<file path="config.mk">
export PLATFORM = sky130hd
export DESIGN_NAME = uart_line_editor_echo_core
export DESIGN_NICKNAME = d
export VERILOG_FILES = /design/src/hdl/uled_pkg.sv /design/src/hdl/uart_line_editor_echo_core.sv /design/src/hdl/uled_ram.sv /design/src/hdl/uled_ctrl.sv /design/src/hdl/uled_dp.sv
export SDC_FILE = /design/constraint.sdc
export NUM_CORES = 1
export LEC_CHECK = 0
export ABC_CLOCK_PERIOD_IN_PS = 11200
export BUFFER_PORTS_ARGS = -buffer_cell sky130_fd_sc_hd__buf_2
export CORE_ASPECT_RATIO = 0.75
export CORE_UTILIZATION = 60
export DETAILED_ROUTE_END_ITERATION = 16
export PLACE_DENSITY = 0.75
export SYNTH_ARGS = -nofsm -noshare
export SYNTH_HDL_FRONTEND = slang
export SYNTH_HIERARCHICAL = 1
export SYNTH_SLANG_ARGS = --single-unit
</file>
<file path="constraint.sdc">
create_clock -name i_clk -period 11.2 [get_ports i_clk]
set_input_delay 1.12 -clock i_clk [delete_from_list [all_inputs] [get_ports i_clk]]
set_output_delay 1.12 -clock i_clk [all_outputs]
set_load 0.02 [all_outputs]
</file>
<file path="src/hdl/uled_pkg.sv">
// Package for the terminal line editor with echo.
// Holds character codes, controller states, and the controller/datapath command types.
// No dependencies.
`timescale 1ns / 1ps

package uled_pkg;

    localparam int LINE_LEN_DEF = 32;
    localparam int BYTE_W       = 8;

    localparam logic [BYTE_W-1:0] CODE_CR = 8'd13;
    localparam logic [BYTE_W-1:0] CODE_BS = 8'd8;
    localparam logic [BYTE_W-1:0] CODE_LF = 8'd10;
    localparam logic [BYTE_W-1:0] CODE_SP = 8'd32;

    typedef enum logic [3:0] {
        ST_IDLE,
        ST_DECODE,
        ST_ECHO,
        ST_ER_BS1,
        ST_ER_SP1,
        ST_ER_SP2,
        ST_ER_BS2,
        ST_ER_RAW,
        ST_CR_LF,
        ST_CR_CR,
        ST_RD_REQ,
        ST_RD_EMIT,
        ST_TR_CRS,
        ST_TR_CR,
        ST_TR_LF
    } t_state;

    typedef enum logic [2:0] {
        SEL_RX,
        SEL_LF,
        SEL_CR,
        SEL_SP,
        SEL_BS,
        SEL_RAM
    } t_sel;

    typedef struct packed {
        logic in_ready;
        logic capture;
        logic emit;
        t_sel sel;
        logic copy;
        logic last;
        logic ram_we;
        logic idx_inc;
        logic idx_dec;
        logic idx_clr;
        logic ptr_clr;
        logic ptr_inc;
        logic re;
        logic rd_sel_next;
    } t_cmd;

    typedef struct packed {
        logic slot_free;
        logic is_cr;
        logic is_bs;
        logic idx_zero;
        logic idx_full;
        logic ptr_at_idx;
        logic ptr_nx_at_idx;
        logic rd_zero;
    } t_status;

endpackage

</file>
<file path="src/hdl/uart_line_editor_echo_core.sv">
// Top level of the terminal line editor with echo.
// Depends on uled_pkg, uled_ctrl, uled_dp and uled_ram.
//
// Usage: received terminal bytes enter on the rx channel (i_rx_valid, o_rx_ready,
// i_rx_byte); every byte produces a run of transmit bytes on the tx channel
// (o_tx_valid, i_tx_ready, o_tx_byte, o_line_copy, o_last_of_run). The last
// byte of each run carries o_last_of_run.
// One byte is handled at a time. The input is registered and decoded, and the
// first result goes to the output register from the state after decode.
// Echo runs: an ordinary byte gives itself; a backspace past index zero gives
// BS, SP, SP, BS, itself; a carriage return LF, CR, the line replay, CR, LF.
// Replay: one byte per cycle, set by the line memory read port, unless held.
// A stalled receiver holds the output register; the sequencer waits and
// resumes when the transfer completes. The next input can be taken while the
// final result of a run still waits in the output register.
// Reset clears the write index, the controller and the output valid; the
// line memory needs no clearing.
`timescale 1ns / 1ps

module uart_line_editor_echo_core #(
    parameter int LINE_LEN = uled_pkg::LINE_LEN_DEF
) (
    input  logic                        i_clk,
    input  logic                        i_rst_n,
    input  logic                        i_rx_valid,
    output logic                        o_rx_ready,
    input  logic [uled_pkg::BYTE_W-1:0] i_rx_byte,
    output logic                        o_tx_valid,
    input  logic                        i_tx_ready,
    output logic [uled_pkg::BYTE_W-1:0] o_tx_byte,
    output logic                        o_line_copy,
    output logic                        o_last_of_run
);

    uled_pkg::t_cmd    w_cmd;
    uled_pkg::t_status w_status;

    uled_ctrl u_ctrl (
        .i_clk      (i_clk),
        .i_rst_n    (i_rst_n),
        .i_rx_valid (i_rx_valid),
        .i_status   (w_status),
        .o_cmd      (w_cmd)
    );

    uled_dp #(
        .LINE_LEN (LINE_LEN)
    ) u_dp (
        .i_clk         (i_clk),
        .i_rst_n       (i_rst_n),
        .i_rx_byte     (i_rx_byte),
        .i_tx_ready    (i_tx_ready),
        .i_cmd         (w_cmd),
        .o_status      (w_status),
        .o_tx_valid    (o_tx_valid),
        .o_tx_byte     (o_tx_byte),
        .o_line_copy   (o_line_copy),
        .o_last_of_run (o_last_of_run)
    );

    assign o_rx_ready = w_cmd.in_ready;

endmodule

</file>
<file path="src/hdl/uled_ram.sv">
// Generic single-write, single-read RAM with registered read data.
// No dependencies.
`timescale 1ns / 1ps

module uled_ram #(
    parameter int WIDTH = 8,
    parameter int DEPTH = 32
) (
    input  logic                                 i_clk,
    input  logic                                 i_we,
    input  logic [(DEPTH > 1 ? $clog2(DEPTH) : 1)-1:0] i_waddr,
    input  logic [WIDTH-1:0]                     i_wdata,
    input  logic                                 i_re,
    input  logic [(DEPTH > 1 ? $clog2(DEPTH) : 1)-1:0] i_raddr,
    output logic [WIDTH-1:0]                     o_rdata
);

    logic [WIDTH-1:0] r_mem [0:DEPTH-1];
    logic [WIDTH-1:0] r_rdata;

    always_ff @(posedge i_clk) begin
        if (i_we) begin
            r_mem[i_waddr] <= i_wdata;
        end
        if (i_re) begin
            r_rdata <= r_mem[i_raddr];
        end
    end

    assign o_rdata = r_rdata;

endmodule

</file>
<file path="src/hdl/uled_ctrl.sv">
// Controller state machine of the line editor.
// Depends on uled_pkg; drives the datapath through a command struct.
`timescale 1ns / 1ps

module uled_ctrl (
    input  logic              i_clk,
    input  logic              i_rst_n,
    input  logic              i_rx_valid,
    input  uled_pkg::t_status i_status,
    output uled_pkg::t_cmd    o_cmd
);

    uled_pkg::t_state r_state;
    uled_pkg::t_state n_state;
    uled_pkg::t_cmd   w_cmd;

    always_ff @(posedge i_clk) begin
        if (!i_rst_n) begin
            r_state <= uled_pkg::ST_IDLE;
        end else begin
            r_state <= n_state;
        end
    end

    always_comb begin
        n_state = r_state;
        case (r_state)
            uled_pkg::ST_IDLE: begin
                if (i_rx_valid) n_state = uled_pkg::ST_DECODE;
            end
            uled_pkg::ST_DECODE: begin
                if (i_status.is_cr) begin
                    n_state = uled_pkg::ST_CR_LF;
                end else if (i_status.is_bs && !i_status.idx_zero) begin
                    n_state = uled_pkg::ST_ER_BS1;
                end else begin
                    n_state = uled_pkg::ST_ECHO;
                end
            end
            uled_pkg::ST_ECHO: if (i_status.slot_free) n_state = uled_pkg::ST_IDLE;
            uled_pkg::ST_ER_BS1: if (i_status.slot_free) n_state = uled_pkg::ST_ER_SP1;
            uled_pkg::ST_ER_SP1: if (i_status.slot_free) n_state = uled_pkg::ST_ER_SP2;
            uled_pkg::ST_ER_SP2: if (i_status.slot_free) n_state = uled_pkg::ST_ER_BS2;
            uled_pkg::ST_ER_BS2: if (i_status.slot_free) n_state = uled_pkg::ST_ER_RAW;
            uled_pkg::ST_ER_RAW: if (i_status.slot_free) n_state = uled_pkg::ST_IDLE;
            uled_pkg::ST_CR_LF: if (i_status.slot_free) n_state = uled_pkg::ST_CR_CR;
            uled_pkg::ST_CR_CR: if (i_status.slot_free) n_state = uled_pkg::ST_RD_REQ;
            uled_pkg::ST_RD_REQ: begin
                if (i_status.ptr_at_idx) begin
                    n_state = uled_pkg::ST_TR_CRS;
                end else begin
                    n_state = uled_pkg::ST_RD_EMIT;
                end
            end
            uled_pkg::ST_RD_EMIT: begin
                if (i_status.rd_zero) begin
                    n_state = uled_pkg::ST_TR_CR;
                end else if (i_status.slot_free && i_status.ptr_nx_at_idx) begin
                    n_state = uled_pkg::ST_TR_CRS;
                end
            end
            uled_pkg::ST_TR_CRS: if (i_status.slot_free) n_state = uled_pkg::ST_TR_CR;
            uled_pkg::ST_TR_CR: if (i_status.slot_free) n_state = uled_pkg::ST_TR_LF;
            uled_pkg::ST_TR_LF: if (i_status.slot_free) n_state = uled_pkg::ST_IDLE;
            default: n_state = uled_pkg::ST_IDLE;
        endcase
    end

    always_comb begin
        w_cmd      = '0;
        w_cmd.sel  = uled_pkg::SEL_RX;
        case (r_state)
            uled_pkg::ST_IDLE: begin
                w_cmd.in_ready = 1'b1;
                w_cmd.capture  = i_rx_valid;
            end
            uled_pkg::ST_DECODE: begin
                if (i_status.is_cr) begin
                    w_cmd.ptr_clr = 1'b1;
                end else if (i_status.is_bs && !i_status.idx_zero) begin
                    w_cmd.idx_dec = 1'b1;
                end else if (!i_status.idx_full) begin
                    w_cmd.ram_we  = 1'b1;
                    w_cmd.idx_inc = 1'b1;
                end
            end
            uled_pkg::ST_ECHO, uled_pkg::ST_ER_RAW: begin
                w_cmd.emit = i_status.slot_free;
                w_cmd.sel  = uled_pkg::SEL_RX;
                w_cmd.last = 1'b1;
            end
            uled_pkg::ST_ER_BS1, uled_pkg::ST_ER_BS2: begin
                w_cmd.emit = i_status.slot_free;
                w_cmd.sel  = uled_pkg::SEL_BS;
            end
            uled_pkg::ST_ER_SP1, uled_pkg::ST_ER_SP2: begin
                w_cmd.emit = i_status.slot_free;
                w_cmd.sel  = uled_pkg::SEL_SP;
            end
            uled_pkg::ST_CR_LF: begin
                w_cmd.emit = i_status.slot_free;
                w_cmd.sel  = uled_pkg::SEL_LF;
            end
            uled_pkg::ST_CR_CR: begin
                w_cmd.emit = i_status.slot_free;
                w_cmd.sel  = uled_pkg::SEL_CR;
            end
            uled_pkg::ST_RD_REQ: begin
                w_cmd.re = !i_status.ptr_at_idx;
            end
            uled_pkg::ST_RD_EMIT: begin
                if (!i_status.rd_zero && i_status.slot_free) begin
                    w_cmd.emit        = 1'b1;
                    w_cmd.sel         = uled_pkg::SEL_RAM;
                    w_cmd.copy        = 1'b1;
                    w_cmd.ptr_inc     = 1'b1;
                    w_cmd.re          = !i_status.ptr_nx_at_idx;
                    w_cmd.rd_sel_next = 1'b1;
                end
            end
            uled_pkg::ST_TR_CRS, uled_pkg::ST_TR_CR: begin
                w_cmd.emit = i_status.slot_free;
                w_cmd.sel  = uled_pkg::SEL_CR;
                w_cmd.copy = 1'b1;
            end
            uled_pkg::ST_TR_LF: begin
                w_cmd.emit    = i_status.slot_free;
                w_cmd.sel     = uled_pkg::SEL_LF;
                w_cmd.copy    = 1'b1;
                w_cmd.last    = 1'b1;
                w_cmd.idx_clr = i_status.slot_free;
            end
            default: begin
                w_cmd = '0;
            end
        endcase
    end

    assign o_cmd = w_cmd;

    // A transfer in always leads to the decode step.
    a_accept_decode: assert property (@(posedge i_clk) disable iff (!i_rst_n)
        (i_rx_valid && w_cmd.in_ready) |=> (r_state == uled_pkg::ST_DECODE))
        else $error("accepted byte did not reach decode");

endmodule

</file>
<file path="src/hdl/uled_dp.sv">
// Datapath of the line editor: input byte, write index, replay pointer, output register.
// Depends on uled_pkg and uled_ram; steered by the command struct from uled_ctrl.
`timescale 1ns / 1ps

module uled_dp #(
    parameter int LINE_LEN = uled_pkg::LINE_LEN_DEF
) (
    input  logic                        i_clk,
    input  logic                        i_rst_n,
    input  logic [uled_pkg::BYTE_W-1:0] i_rx_byte,
    input  logic                        i_tx_ready,
    input  uled_pkg::t_cmd              i_cmd,
    output uled_pkg::t_status           o_status,
    output logic                        o_tx_valid,
    output logic [uled_pkg::BYTE_W-1:0] o_tx_byte,
    output logic                        o_line_copy,
    output logic                        o_last_of_run
);

    localparam int IW = $clog2(LINE_LEN + 1);
    localparam int AW = (LINE_LEN > 1) ? $clog2(LINE_LEN) : 1;

    logic [uled_pkg::BYTE_W-1:0] r_byte;
    logic [IW-1:0]               r_idx;
    logic [IW-1:0]               r_ptr;
    logic [IW-1:0]               w_ptr_nx;
    logic [IW-1:0]               w_raddr;
    logic [uled_pkg::BYTE_W-1:0] w_rdata;
    logic [uled_pkg::BYTE_W-1:0] w_out_byte;
    logic                        r_out_valid;
    logic [uled_pkg::BYTE_W-1:0] r_out_byte;
    logic                        r_out_copy;
    logic                        r_out_last;
    logic                        w_slot_free;

    assign w_ptr_nx    = r_ptr + 1'b1;
    assign w_raddr     = i_cmd.rd_sel_next ? w_ptr_nx : r_ptr;
    assign w_slot_free = !r_out_valid || i_tx_ready;

    uled_ram #(
        .WIDTH (uled_pkg::BYTE_W),
        .DEPTH (LINE_LEN)
    ) u_line_ram (
        .i_clk   (i_clk),
        .i_we    (i_cmd.ram_we),
        .i_waddr (r_idx[AW-1:0]),
        .i_wdata (r_byte),
        .i_re    (i_cmd.re),
        .i_raddr (w_raddr[AW-1:0]),
        .o_rdata (w_rdata)
    );

    always_ff @(posedge i_clk) begin
        if (i_cmd.capture) begin
            r_byte <= i_rx_byte;
        end
    end

    always_ff @(posedge i_clk) begin
        if (!i_rst_n) begin
            r_idx <= '0;
            r_ptr <= '0;
        end else begin
            if (i_cmd.idx_clr) begin
                r_idx <= '0;
            end else if (i_cmd.idx_inc) begin
                r_idx <= r_idx + 1'b1;
            end else if (i_cmd.idx_dec) begin
                r_idx <= r_idx - 1'b1;
            end
            if (i_cmd.ptr_clr) begin
                r_ptr <= '0;
            end else if (i_cmd.ptr_inc) begin
                r_ptr <= w_ptr_nx;
            end
        end
    end

    always_comb begin
        case (i_cmd.sel)
            uled_pkg::SEL_RX:  w_out_byte = r_byte;
            uled_pkg::SEL_LF:  w_out_byte = uled_pkg::CODE_LF;
            uled_pkg::SEL_CR:  w_out_byte = uled_pkg::CODE_CR;
            uled_pkg::SEL_SP:  w_out_byte = uled_pkg::CODE_SP;
            uled_pkg::SEL_BS:  w_out_byte = uled_pkg::CODE_BS;
            uled_pkg::SEL_RAM: w_out_byte = w_rdata;
            default:           w_out_byte = r_byte;
        endcase
    end

    always_ff @(posedge i_clk) begin
        if (!i_rst_n) begin
            r_out_valid <= 1'b0;
        end else if (i_cmd.emit) begin
            r_out_valid <= 1'b1;
        end else if (i_tx_ready) begin
            r_out_valid <= 1'b0;
        end
    end

    always_ff @(posedge i_clk) begin
        if (i_cmd.emit) begin
            r_out_byte <= w_out_byte;
            r_out_copy <= i_cmd.copy;
            r_out_last <= i_cmd.last;
        end
    end

    assign o_status.slot_free     = w_slot_free;
    assign o_status.is_cr         = (r_byte == uled_pkg::CODE_CR);
    assign o_status.is_bs         = (r_byte == uled_pkg::CODE_BS);
    assign o_status.idx_zero      = (r_idx == '0);
    assign o_status.idx_full      = (r_idx == IW'(LINE_LEN));
    assign o_status.ptr_at_idx    = (r_ptr == r_idx);
    assign o_status.ptr_nx_at_idx = (w_ptr_nx == r_idx);
    assign o_status.rd_zero       = (w_rdata == '0);

    assign o_tx_valid    = r_out_valid;
    assign o_tx_byte     = r_out_byte;
    assign o_line_copy   = r_out_copy;
    assign o_last_of_run = r_out_last;

    // The write index never passes the line capacity.
    a_idx_bound: assert property (@(posedge i_clk) disable iff (!i_rst_n)
        r_idx <= IW'(LINE_LEN))
        else $error("write index beyond line capacity");

    // Stores and replay reads stay inside the line memory.
    a_ram_bound: assert property (@(posedge i_clk) disable iff (!i_rst_n)
        (i_cmd.ram_we |-> (r_idx < IW'(LINE_LEN))) and
        (i_cmd.re |-> (w_raddr < IW'(LINE_LEN))))
        else $error("line memory access out of range");

    // A new result is loaded only when the output register is free.
    a_no_overwrite: assert property (@(posedge i_clk) disable iff (!i_rst_n)
        i_cmd.emit |-> w_slot_free)
        else $error("output register overwritten before transfer");

endmodule

</file>
==> flow_metrics.tcl, run 1 <==
set metrics [dict create \
    yosys_most_used_dff "sky130_fd_sc_hd__edfxtp_1" \
    finClkSkew_ps 10.82 \
    max_freq_mhz 191.9 \
    detail-route-antenna-nets 0 \
    routed-via-count 6558 \
    fp.dieH_um 127.0 \
    drtIter0Drc 691 \
    die_area_sq_um 21410 \
    cts.root.buffer_cell "sky130_fd_sc_hd__clkbuf_16" \
    synth_enable_flop_cells 282 \
    leakagePower_nw 4.253 \
    hpwlAfterDp_mm 16.52 \
    grt_start_max_net_pins 65 \
    final_cell_mix "sky130_fd_sc_hd__edfxtp_1, sky130_fd_sc_hd__mux4_2, sky130_fd_sc_hd__nor2_1" \
    vdd_ir_drop_max_uv 192.7 \
    synth_area_sq_um 12490 \
    multi_input_area_sq_um 3460 \
    area_growth_syn_to_layout_pct 10.40 \
    synth.yosys.warnings 6 \
    max-cap-violations 0 \
    cts_tree "done" \
    synthArstFlopShare_pct 0 \
    ff_latch_area_sq_um 8808 \
    cts_setup_buffers 0 \
    timing.final.crit_share_pct 46.52 \
    synth_seq_area_share_pct 70.50 \
    hold_violations 0 \
    firstDrtPassIters 5 \
    clock_sinks 299 \
    worstMarginPinSlew_ps 1293 \
    slew-limit-headroom_pct 13.19 \
    worstSetupStartpointType "input pin" \
    post_synth.cell_area_avg_sq_um 18.46 \
    number_of_buffers_on_the_longest_clock_path 3 \
    required_ps 11480 \
    timing.setup.tns_ps 0 \
    antenna_found_initial 1 \
    worst_setup_hold_path_clk_slew_ps 70 \
    h-tree-depth 1 \
    hold_class "reg -> reg" \
    setup_viol 0 \
    start_util_pct 61.47 \
    worstSetupEndpointType "flip-flop" \
    drive_above_1_share_pct 24.59 \
    grt_setup_unrepaired "no" \
    layout.filler_cells 1277 \
    vias_per_cell 6.519 \
    overall_die_width_um 168.6 \
    insertedDiodeCount 0 \
    cts.repair.resized 0 \
    ys_types 65 \
    total_gr_overflow 0 \
    hold_buffer_count_at_cts 0 \
    worstSkewPairLatency_ps 530 \
    synth_net_count 695 \
    routed_wl_mm 26.50 \
    postSynthRegisterBits 299 \
    design_power_total_w 0.002792 \
    grt_first_pass_wirelength_mm 39.77 \
    first_global_vias 6276 \
    power_per_cell_area_nw_per_um2 202.4 \
    timing_max_transition_violations_final 0 \
    ioPinCount 24 \
    arrival_time_at_the_worst_endpoint_ps 5490 \
    drc_errors 0 \
    finalNetCount 720 \
    drt-wirelength-per-cell_um 26.34 \
    cts_inserted_buffers 28 \
    synthCells 677 \
    layout_commonest_cell "sky130_fd_sc_hd__edfxtp_1" \
    port_buffers 23 \
    row_count 45 \
    critical_path.max_fanout 48 \
    floorplan.core_area_sq_um 20330 \
    globalRouteTotalUtil_pct 25.75 \
    routabilityCongestion 0.8230 \
    status "completed" \
    fin_crit_ps 5210 \
    path_class "in -> reg" \
]
==> cells in the mapped netlist (all sizes together), types with 7 or more instances <==
master	count	area share, %
nand2	25	0.75
dfxtp	17	2.7
inv	9	0.27
a21oi	15	0.60
nor3	11	0.48
mux4	80	14
nor2	53	1.6
edfxtp	282	68
mux2	9	0.81
xor2	9	0.63
buf	25	1.3
xnor2	10	0.70
o21ai	7	0.28
nand2b	11	0.55
nand3	7	0.28
clkbuf	15	0.45
a22o	10	0.70
==> worst max-delay path: stages <==
cell	delay, ps
sky130_fd_sc_hd__buf_2	70
sky130_fd_sc_hd__nand2b_1	180
sky130_fd_sc_hd__inv_1	80
sky130_fd_sc_hd__or4_1	590
sky130_fd_sc_hd__inv_1	370
sky130_fd_sc_hd__xor2_4	700
sky130_fd_sc_hd__buf_4	850
sky130_fd_sc_hd__mux4_2	600
sky130_fd_sc_hd__mux4_2	550
sky130_fd_sc_hd__mux2_2	290
==> report_power, final <==
| part | internal (W) | total [W] | switching [W] |
|---|---|---|---|
| logic | 0.000159 | 0.000444 | 0.000286 |
| registers | 0.00134 | 0.00139 | 0.0000558 |
| clock network | 0.000564 | 0.000956 | 0.000393 |
| total | 0.00206 | 0.00279 | 0.000734 |
==> cells by family (layout without fill, tap and decap cells) <==
| logic type | Yosys count | count (layout) | synth area share, % |
|---|---|---|---|
| buf+inv | 49 | 96 | 2.033 |
| fa+ha+maj | 6 | 6 | 0.6609 |
| flops | 299 | 299 | 70.50 |
| xor+xnor | 19 | 19 | 1.332 |
| compound gates | 61 | 61 | 3.575 |
| simple gates | 150 | 150 | 6.349 |
| mux | 93 | 93 | 15.55 |
==> state kept, by name, summed over array words and instances (netlist names) <==
signal                   cells
u_dp/u_line_ram/r_mem      256
u_dp/o_tx_byte               8
u_dp/r_byte                  8
u_dp/u_line_ram/o_rdata      8
u_dp/r_idx                   6
u_dp/r_ptr                   6
u_ctrl/r_state               4
u_dp/o_last_of_run           1
u_dp/o_line_copy             1
u_dp/o_tx_valid              1
==> per-stage QoR <==
stage | cells | cell area, sq um | utilization, % | hold slack (ps) | setup WS [ps]
2_1_floorplan | 677 | 12490 | - | 470.5 | 6935
3_5_place_dp | 954 | 12860 | 63.27 | 502.9 | 5386
6_report | 1006 | 13790 | 67.87 | 518.6 | 5990
3_3_place_gp | 954 | 12860 | 63.27 | 485.1 | 5450
5_1_grt | 1006 | 13790 | 67.87 | 547.7 | 5617
4_1_cts | 1006 | 13790 | 67.87 | 518.0 | 5933
==> metal layers <==
layer	global-route usage, %	wire, um	up-vias
li1	-	-	2783
met3	5.173	2755	40
met4	4.973	430	0
met2	37.47	11800	373
met1	41.21	11510	3362
met5	0	0	-
==> final cells by class <==
| class | instances | share of cell area (%) |
|---|---|---|
| sequential | 299 | 63.85 |
| multi-input combinational | 329 | 25.08 |
| inverter | 9 | 0.2449 |
| clock buffer | 34 | 5.397 |
| tap | 282 | 2.558 |
| clock inverter | 18 | 1.379 |
| timing repair buffer | 35 | 1.488 |
==> path summary, 6_finish.rpt <==
check	start	to	slack, ps	depth (start not counted)
setup reg to reg	u_ctrl/r_state[1]$_SDFFE_PN0P_	u_dp/u_line_ram/o_rdata[0]$_DFFE_PP_	6010	8
hold reg to reg	u_dp/r_ptr[5]$_SDFFE_PP0P_	u_dp/r_ptr[5]$_SDFFE_PP0P_	520	2
hold / removal	u_dp/r_ptr[5]$_SDFFE_PP0P_	u_dp/r_ptr[5]$_SDFFE_PP0P_	520	2
setup / recovery	i_tx_ready	u_dp/u_line_ram/o_rdata[0]$_DFFE_PP_	5990	10
Power figures use the tool's default switching activity.
==> run 2, diff against run 1 <==
ABC_CLOCK_PERIOD_IN_PS = 5030   (was 11200)
clock period = 5.03 ns   (was 11.2 ns; I/O delays follow)
==> run 2 against run 1 <==
  * Critical path depth fell by 2
  * Final area is 0.95% higher
  * Die area unchanged
  * Cell count rose by 0.30%
  * Power rose by 130%
  * Largest cell class unchanged
==> flow_metrics.tcl, run 2 (synthesis results as in run 1) <==
set metrics [dict create \
    timing.hold.worst_endpoint "u_dp/r_byte[4]$_DFFE_PP_" \
    utilization_pct 68.51 \
    drtIter0Drc 701 \
    path_common_cell "sky130_fd_sc_hd__mux4_2" \
    vias_per_cell 6.584 \
    critical-path-max-stage-delay_ps 700 \
    cts.repair.resized 0 \
    arrival_time_at_the_worst_endpoint_ps 4440 \
    cts.root.buffer_cell "sky130_fd_sc_hd__clkbuf_16" \
    holdWs_ps 141.3 \
    overall_die_width_um 168.6 \
    critical_hold_path_startpoint "i_rx_byte[4]" \
    worstSetupStartpointType "flip-flop" \
    total_gr_overflow 0 \
    detail-route-antenna-nets 0 \
    whs_path_depth 1 \
    floorplan.core_area_sq_um 20330 \
    hpwlAfterDp_mm 17.13 \
    h-tree-depth 1 \
    path_class "reg -> reg" \
    die_area_sq_um 21410 \
    design_power_total_w 0.006329 \
    required_ps 5320 \
    start_util_pct 61.47 \
    finalNetCount 723 \
    first_global_vias 6574 \
    layout_commonest_cell "sky130_fd_sc_hd__edfxtp_1" \
    final_cell_mix "sky130_fd_sc_hd__edfxtp_1, sky130_fd_sc_hd__mux4_2, sky130_fd_sc_hd__nor2_1" \
    largest_register_ffs 256 \
    critical_path.max_fanout 27 \
    finClkSkew_ps 9.864 \
    timing_max_transition_violations_final 0 \
    cts_tree "done" \
    grt_start_max_net_pins 65 \
    clock_sinks 299 \
    routabilityCongestion 0.8514 \
    routed-via-count 6643 \
    max-cap-violations 0 \
    worst-r2r-cell-count 8 \
    r2r-start "u_ctrl/r_state[1]$_SDFFE_PN0P_" \
    antenna_found_initial 1 \
    grt_first_pass_wirelength_mm 41.08 \
    area_growth_syn_to_layout_pct 11.46 \
    fin_crit_ps 4148 \
    cts_inserted_buffers 28 \
    leakagePower_nw 4.313 \
    setup_slack_of_the_worst_register_to_register_path_ps 880 \
    port_buffers 23 \
    number_of_buffers_on_the_longest_clock_path 3 \
    cts_setup_buffers 0 \
    ioPinCount 24 \
    worstMarginPinSlew_ps 1239 \
    hold_class "in -> reg" \
    hold_violations 0 \
    fp.dieH_um 127.0 \
    power_per_cell_area_nw_per_um2 454.5 \
    insertedDiodeCount 0 \
    grt_setup_unrepaired "no" \
    slew-limit-headroom_pct 16.78 \
    firstDrtPassIters 5 \
    max_freq_mhz 241.1 \
    drc_errors 0 \
    worstSkewPairLatency_ps 530 \
    placement.setup.worst_slack_ps 927.0 \
    cp_slowest_cell "sky130_fd_sc_hd__dfxtp_1" \
    setup_viol 0 \
    worst_setup_hold_path_clk_slew_ps 70 \
    timing.final.crit_share_pct 82.46 \
    crit_start "u_ctrl/r_state[1]$_SDFFE_PN0P_" \
    drive_above_1_share_pct 25.31 \
    routed_wl_mm 27.13 \
    endpoint_of_the_most_critical_register_to_register_path "u_dp/u_line_ram/o_rdata[3]$_DFFE_PP_" \
    hold_buffer_count_at_cts 0 \
    row_count 45 \
    crit_path_cell_trace "nand2_1 -> or4_1 -> inv_1 -> xor2_4 -> buf_12 -> mux4_2 -> mux4_2 -> mux2_2" \
    vdd_ir_drop_max_uv 406.3 \
    status "completed" \
    globalRouteTotalUtil_pct 26.56 \
    timing.setup.tns_ps 0 \
    worstSetupEndpointType "flip-flop" \
    registers.top_by_ff_count "u_dp/u_line_ram/r_mem" \
    drt-wirelength-per-cell_um 26.89 \
    final_critical_path_setup_slack_ps 882.1 \
]
==> run 2: cell types whose count changed in the layout (fill, tap and decap cells not counted), sizes merged <==
| cell | delta |
|---|---|
| bufinv | +2 |
| clkinvlp | -1 |
| clkbuf | -4 |
| clkinv | +3 |
| buf | +3 |
==> run 2: how the worst max path moves through the flow <==
stage,endpoint,cells past startpoint
6_report,u_dp/u_line_ram/o_rdata[3]$_DFFE_PP_,8
3_3_place_gp,u_dp/u_line_ram/o_rdata[3]$_DFFE_PP_,10
4_1_cts,u_dp/u_line_ram/o_rdata[3]$_DFFE_PP_,8
2_1_floorplan,u_dp/r_idx[5]$_SDFFE_PP0P_,10
5_1_grt,u_dp/u_line_ram/o_rdata[3]$_DFFE_PP_,9
3_5_place_dp,u_dp/u_line_ram/o_rdata[3]$_DFFE_PP_,8
==> run 2: cell type report <==
class                           instances  area (sq um)
Timing Repair Buffer                   38         277.8
Multi-Input combinational cell        329          3460
Clock inverter                         22         264.0
Inverter                                9         33.78
Sequential cell                       299          8808
Tap cell                              282         352.8
Clock buffer                           30         729.5
Fill cell                            1292          6400
==> run 2: layer usage <==
metal,track usage [%],wire [um]
met5,0,0
met4,6.631,574
met3,8.055,3035
met2,39.44,12110
met1,39.15,11420
==> run 2: critical path: cells and delay by family, from the launching register on <==
family	cells	cell delay [ps]
XOR/XNOR	1	320
buffers and inverters	2	650
flip-flops	1	700
multiplexers	3	1400
AND/OR/NAND/NOR	2	790
==> run 2: metrics by stage <==
stage          instance area (sq um)  cells
2_1_floorplan                  12490    677
3_3_place_gp                   12930    957
3_5_place_dp                   12930    957
4_1_cts                        13930   1009
5_1_grt                        13930   1009
6_report                       13930   1009
==> run 2: where the power goes <==
| part | total (W) | switching [W] | leakage, nW | internal [W] |
|---|---|---|---|---|
| combinational | 0.000996 | 0.000638 | 1.16 | 0.000358 |
| clock | 0.00224 | 0.000882 | 0.474 | 0.00135 |
| sequential | 0.00310 | 0.000121 | 2.68 | 0.00297 |
| total | 0.00633 | 0.00164 | 4.31 | 0.00469 |
==> run 3, diff against run 2 <==
ABC_AREA = 1   (was default)
ABC_CLOCK_PERIOD_IN_PS = 3600   (was 5030)
CORE_UTILIZATION = 57   (was 60)
PLACE_DENSITY = 0.74   (was 0.75)
clock period = 3.6 ns   (was 5.03 ns; I/O delays follow)
==> run 3 against run 2 <==
  * Final area increased by 5.8%
  * Sequential cell count unchanged
  * Power increased by 55%
  * Die area increased by 11%
  * Non-clock buffer count increased by 47
  * Critical path type unchanged
  * Highest routed layer unchanged
==> flow_metrics.tcl, run 3 <==
set metrics [dict create \
    status "completed" \
    antenna_found_initial 0 \
    registers.top_by_ff_count "u_dp/u_line_ram/r_mem" \
    hold_buffer_count_at_cts 8 \
    synth_net_count 1248 \
    grt_start_max_net_pins 129 \
    yosys.cell_count.top_type "sky130_fd_sc_hd__nand2_1" \
    cts.root.buffer_cell "sky130_fd_sc_hd__clkbuf_16" \
    arrival_time_at_the_worst_endpoint_ps 3530 \
    synth.area.top_cells "sky130_fd_sc_hd__edfxtp_1, sky130_fd_sc_hd__nand2_1, sky130_fd_sc_hd__nand3_1" \
    max-cap-violations 0 \
    floorplan.core_area_sq_um 22350 \
    hold_violations 0 \
    layout_commonest_cell "sky130_fd_sc_hd__nand2_1" \
    synth.yosys.warnings 6 \
    slew-limit-headroom_pct 32.41 \
    port_buffers 23 \
    leakagePower_nw 5.636 \
    timing.final.crit_share_pct 89.70 \
    max_freq_mhz 309.7 \
    drive_above_1_share_pct 11.61 \
    cts_tree "done" \
    worstSetupStartpointType "flip-flop" \
    insertedDiodeCount 0 \
    synthDominantCellAreaShare_pct 64.47 \
    drt-wirelength-per-cell_um 19.62 \
    routed-via-count 9200 \
    area_growth_syn_to_layout_pct 12.14 \
    setup_viol 0 \
    drc_errors 0 \
    overall_die_width_um 177.3 \
    row_count 47 \
    cts_setup_buffers 0 \
    h-tree-depth 1 \
    worstSkewPairLatency_ps 540 \
    fp.dieH_um 133.5 \
    grt_setup_unrepaired "no" \
    fin_crit_ps 3229 \
    first_global_vias 8704 \
    synthArstFlopShare_pct 0 \
    ioPinCount 24 \
    area_of_all_placed_cells_without_fillers_sq_um 14730 \
    routabilityCongestion 0.8626 \
    required_ps 3900 \
    hpwlAfterDp_mm 19.13 \
    design_power_total_w 0.009824 \
    clock_sinks 299 \
    finalNetCount 1305 \
    detail-route-antenna-nets 0 \
    worstMarginPinSlew_ps 1010 \
    holdWs_ps 87.31 \
    cts.repair.resized 0 \
    synth_enable_flop_cells 282 \
    synth_area_sq_um 13140 \
    vdd_ir_drop_max_uv 460.9 \
    critical_path.max_fanout 64 \
    largest_register_ffs 256 \
    synthCells 1230 \
    synth_area_leader_cell "sky130_fd_sc_hd__edfxtp_1" \
    postSynthRegisterBits 299 \
    ys_types 37 \
    synth_common_cells "sky130_fd_sc_hd__nand2_1, sky130_fd_sc_hd__edfxtp_1, sky130_fd_sc_hd__nand3_1, sky130_fd_sc_hd__nor2_1, sky130_fd_sc_hd__inv_1" \
    vias_per_cell 5.739 \
    total_gr_overflow 0 \
    power_per_cell_area_nw_per_um2 666.9 \
    dpl_cell_area_sq_um 13670 \
    cts_inserted_buffers 28 \
    timing.setup.tns_ps 0 \
    routed_wl_mm 31.44 \
    die_area_sq_um 23660 \
    yosys_most_used_dff "sky130_fd_sc_hd__edfxtp_1" \
    grt_first_pass_wirelength_mm 48.82 \
    finClkSkew_ps 9.381 \
    worst_setup_hold_path_clk_slew_ps 70 \
    final_cell_mix "sky130_fd_sc_hd__nand2_1, sky130_fd_sc_hd__edfxtp_1, sky130_fd_sc_hd__nand3_1" \
    drtIter0Drc 1456 \
    number_of_buffers_on_the_longest_clock_path 3 \
    firstDrtPassIters 8 \
    globalRouteTotalUtil_pct 27.37 \
    post_synth.cell_area_avg_sq_um 10.68 \
    timing_max_transition_violations_final 0 \
    worstSetupEndpointType "flip-flop" \
    start_util_pct 58.78 \
    path_class "reg -> reg" \
    hold_class "in -> reg" \
    synth_seq_area_share_pct 67.06 \
]
==> run 3: cell families after synthesis <==
logic type | count (synthesis) | share of synthesized area (%)
adders and majority gates | 6 | 0.6287
and+or+nand+nor | 746 | 24.07
buffers and inverters | 120 | 5.334
AOI/OAI and AO/OA | 43 | 1.839
xor gates and xnor gates | 16 | 1.067
DFF | 299 | 67.06
==> run 3: worst paths after layout <==
path | start | slack, ps | to | depth (start not counted)
worst max-delay path | u_dp/u_line_ram/o_rdata[3]$_DFFE_PP_ | 370 | u_dp/u_line_ram/o_rdata[2]$_DFFE_PP_ | 15
worst min-delay path | i_rst_n | 90 | u_ctrl/r_state[1]$_SDFFE_PN0P_ | 3
worst max register to register | u_dp/u_line_ram/o_rdata[3]$_DFFE_PP_ | 370 | u_dp/u_line_ram/o_rdata[2]$_DFFE_PP_ | 15
worst min register to register | u_dp/o_tx_valid$_SDFFE_PN0P_ | 560 | u_dp/o_tx_valid$_SDFFE_PN0P_ | 2
==> run 3: where the power goes <==
group	total [W]	switching [W]	internal [W]
sequential	0.00440	0.000168	0.00423
clock	0.00312	0.00129	0.00183
combinational	0.00231	0.00164	0.000670
==> run 3: cell type report <==
class	count	area, sq um
clock buffers	29	725.7
clock inverters	23	256.5
fillers	1673	7617
inverters	62	247.7
multi-input cells	811	3660
flip-flops and latches	299	8808
well taps	294	367.9
repair buffers	85	663.1
==> run 3: per-stage QoR <==
stage | std cells | util (%) | worst slack, ps
after global routing | 1603 | 65.91 | 195.4
after detailed placement | 1543 | 61.16 | 446.3
after floorplan | 1230 | - | 1025
after CTS | 1603 | 65.91 | 421.1
after global placement | 1543 | 61.16 | 524.4
final | 1603 | 65.91 | 370.8
==> run 3: layer usage <==
| layer | global-route usage (%) | wire, um | vias to the layer above |
|---|---|---|---|
| li1 | - | - | 4307 |
| met4 | 6.553 | 531 | 0 |
| met5 | 0 | 0 | - |
| met3 | 6.507 | 3491 | 49 |
| met1 | 42.17 | 13860 | 4368 |
| met2 | 39.24 | 13560 | 476 |
==> run 3: worst max-delay path, stage by stage, from the launching register on <==
cell and delay [ps]:
sky130_fd_sc_hd__edfxtp_1 400, sky130_fd_sc_hd__nor2_1 110, sky130_fd_sc_hd__nand3_1 70, sky130_fd_sc_hd__nor4_1 490, sky130_fd_sc_hd__nor3_2 190, sky130_fd_sc_hd__xor2_4 230
sky130_fd_sc_hd__clkinv_2 360, sky130_fd_sc_hd__buf_12 350, sky130_fd_sc_hd__nand2_1 100, sky130_fd_sc_hd__nand3_1 110, sky130_fd_sc_hd__nand3_1 120, sky130_fd_sc_hd__nand2_1 110
sky130_fd_sc_hd__nand2_1 90, sky130_fd_sc_hd__nand2_1 90, sky130_fd_sc_hd__nand2_1 60, sky130_fd_sc_hd__nand2_1 60
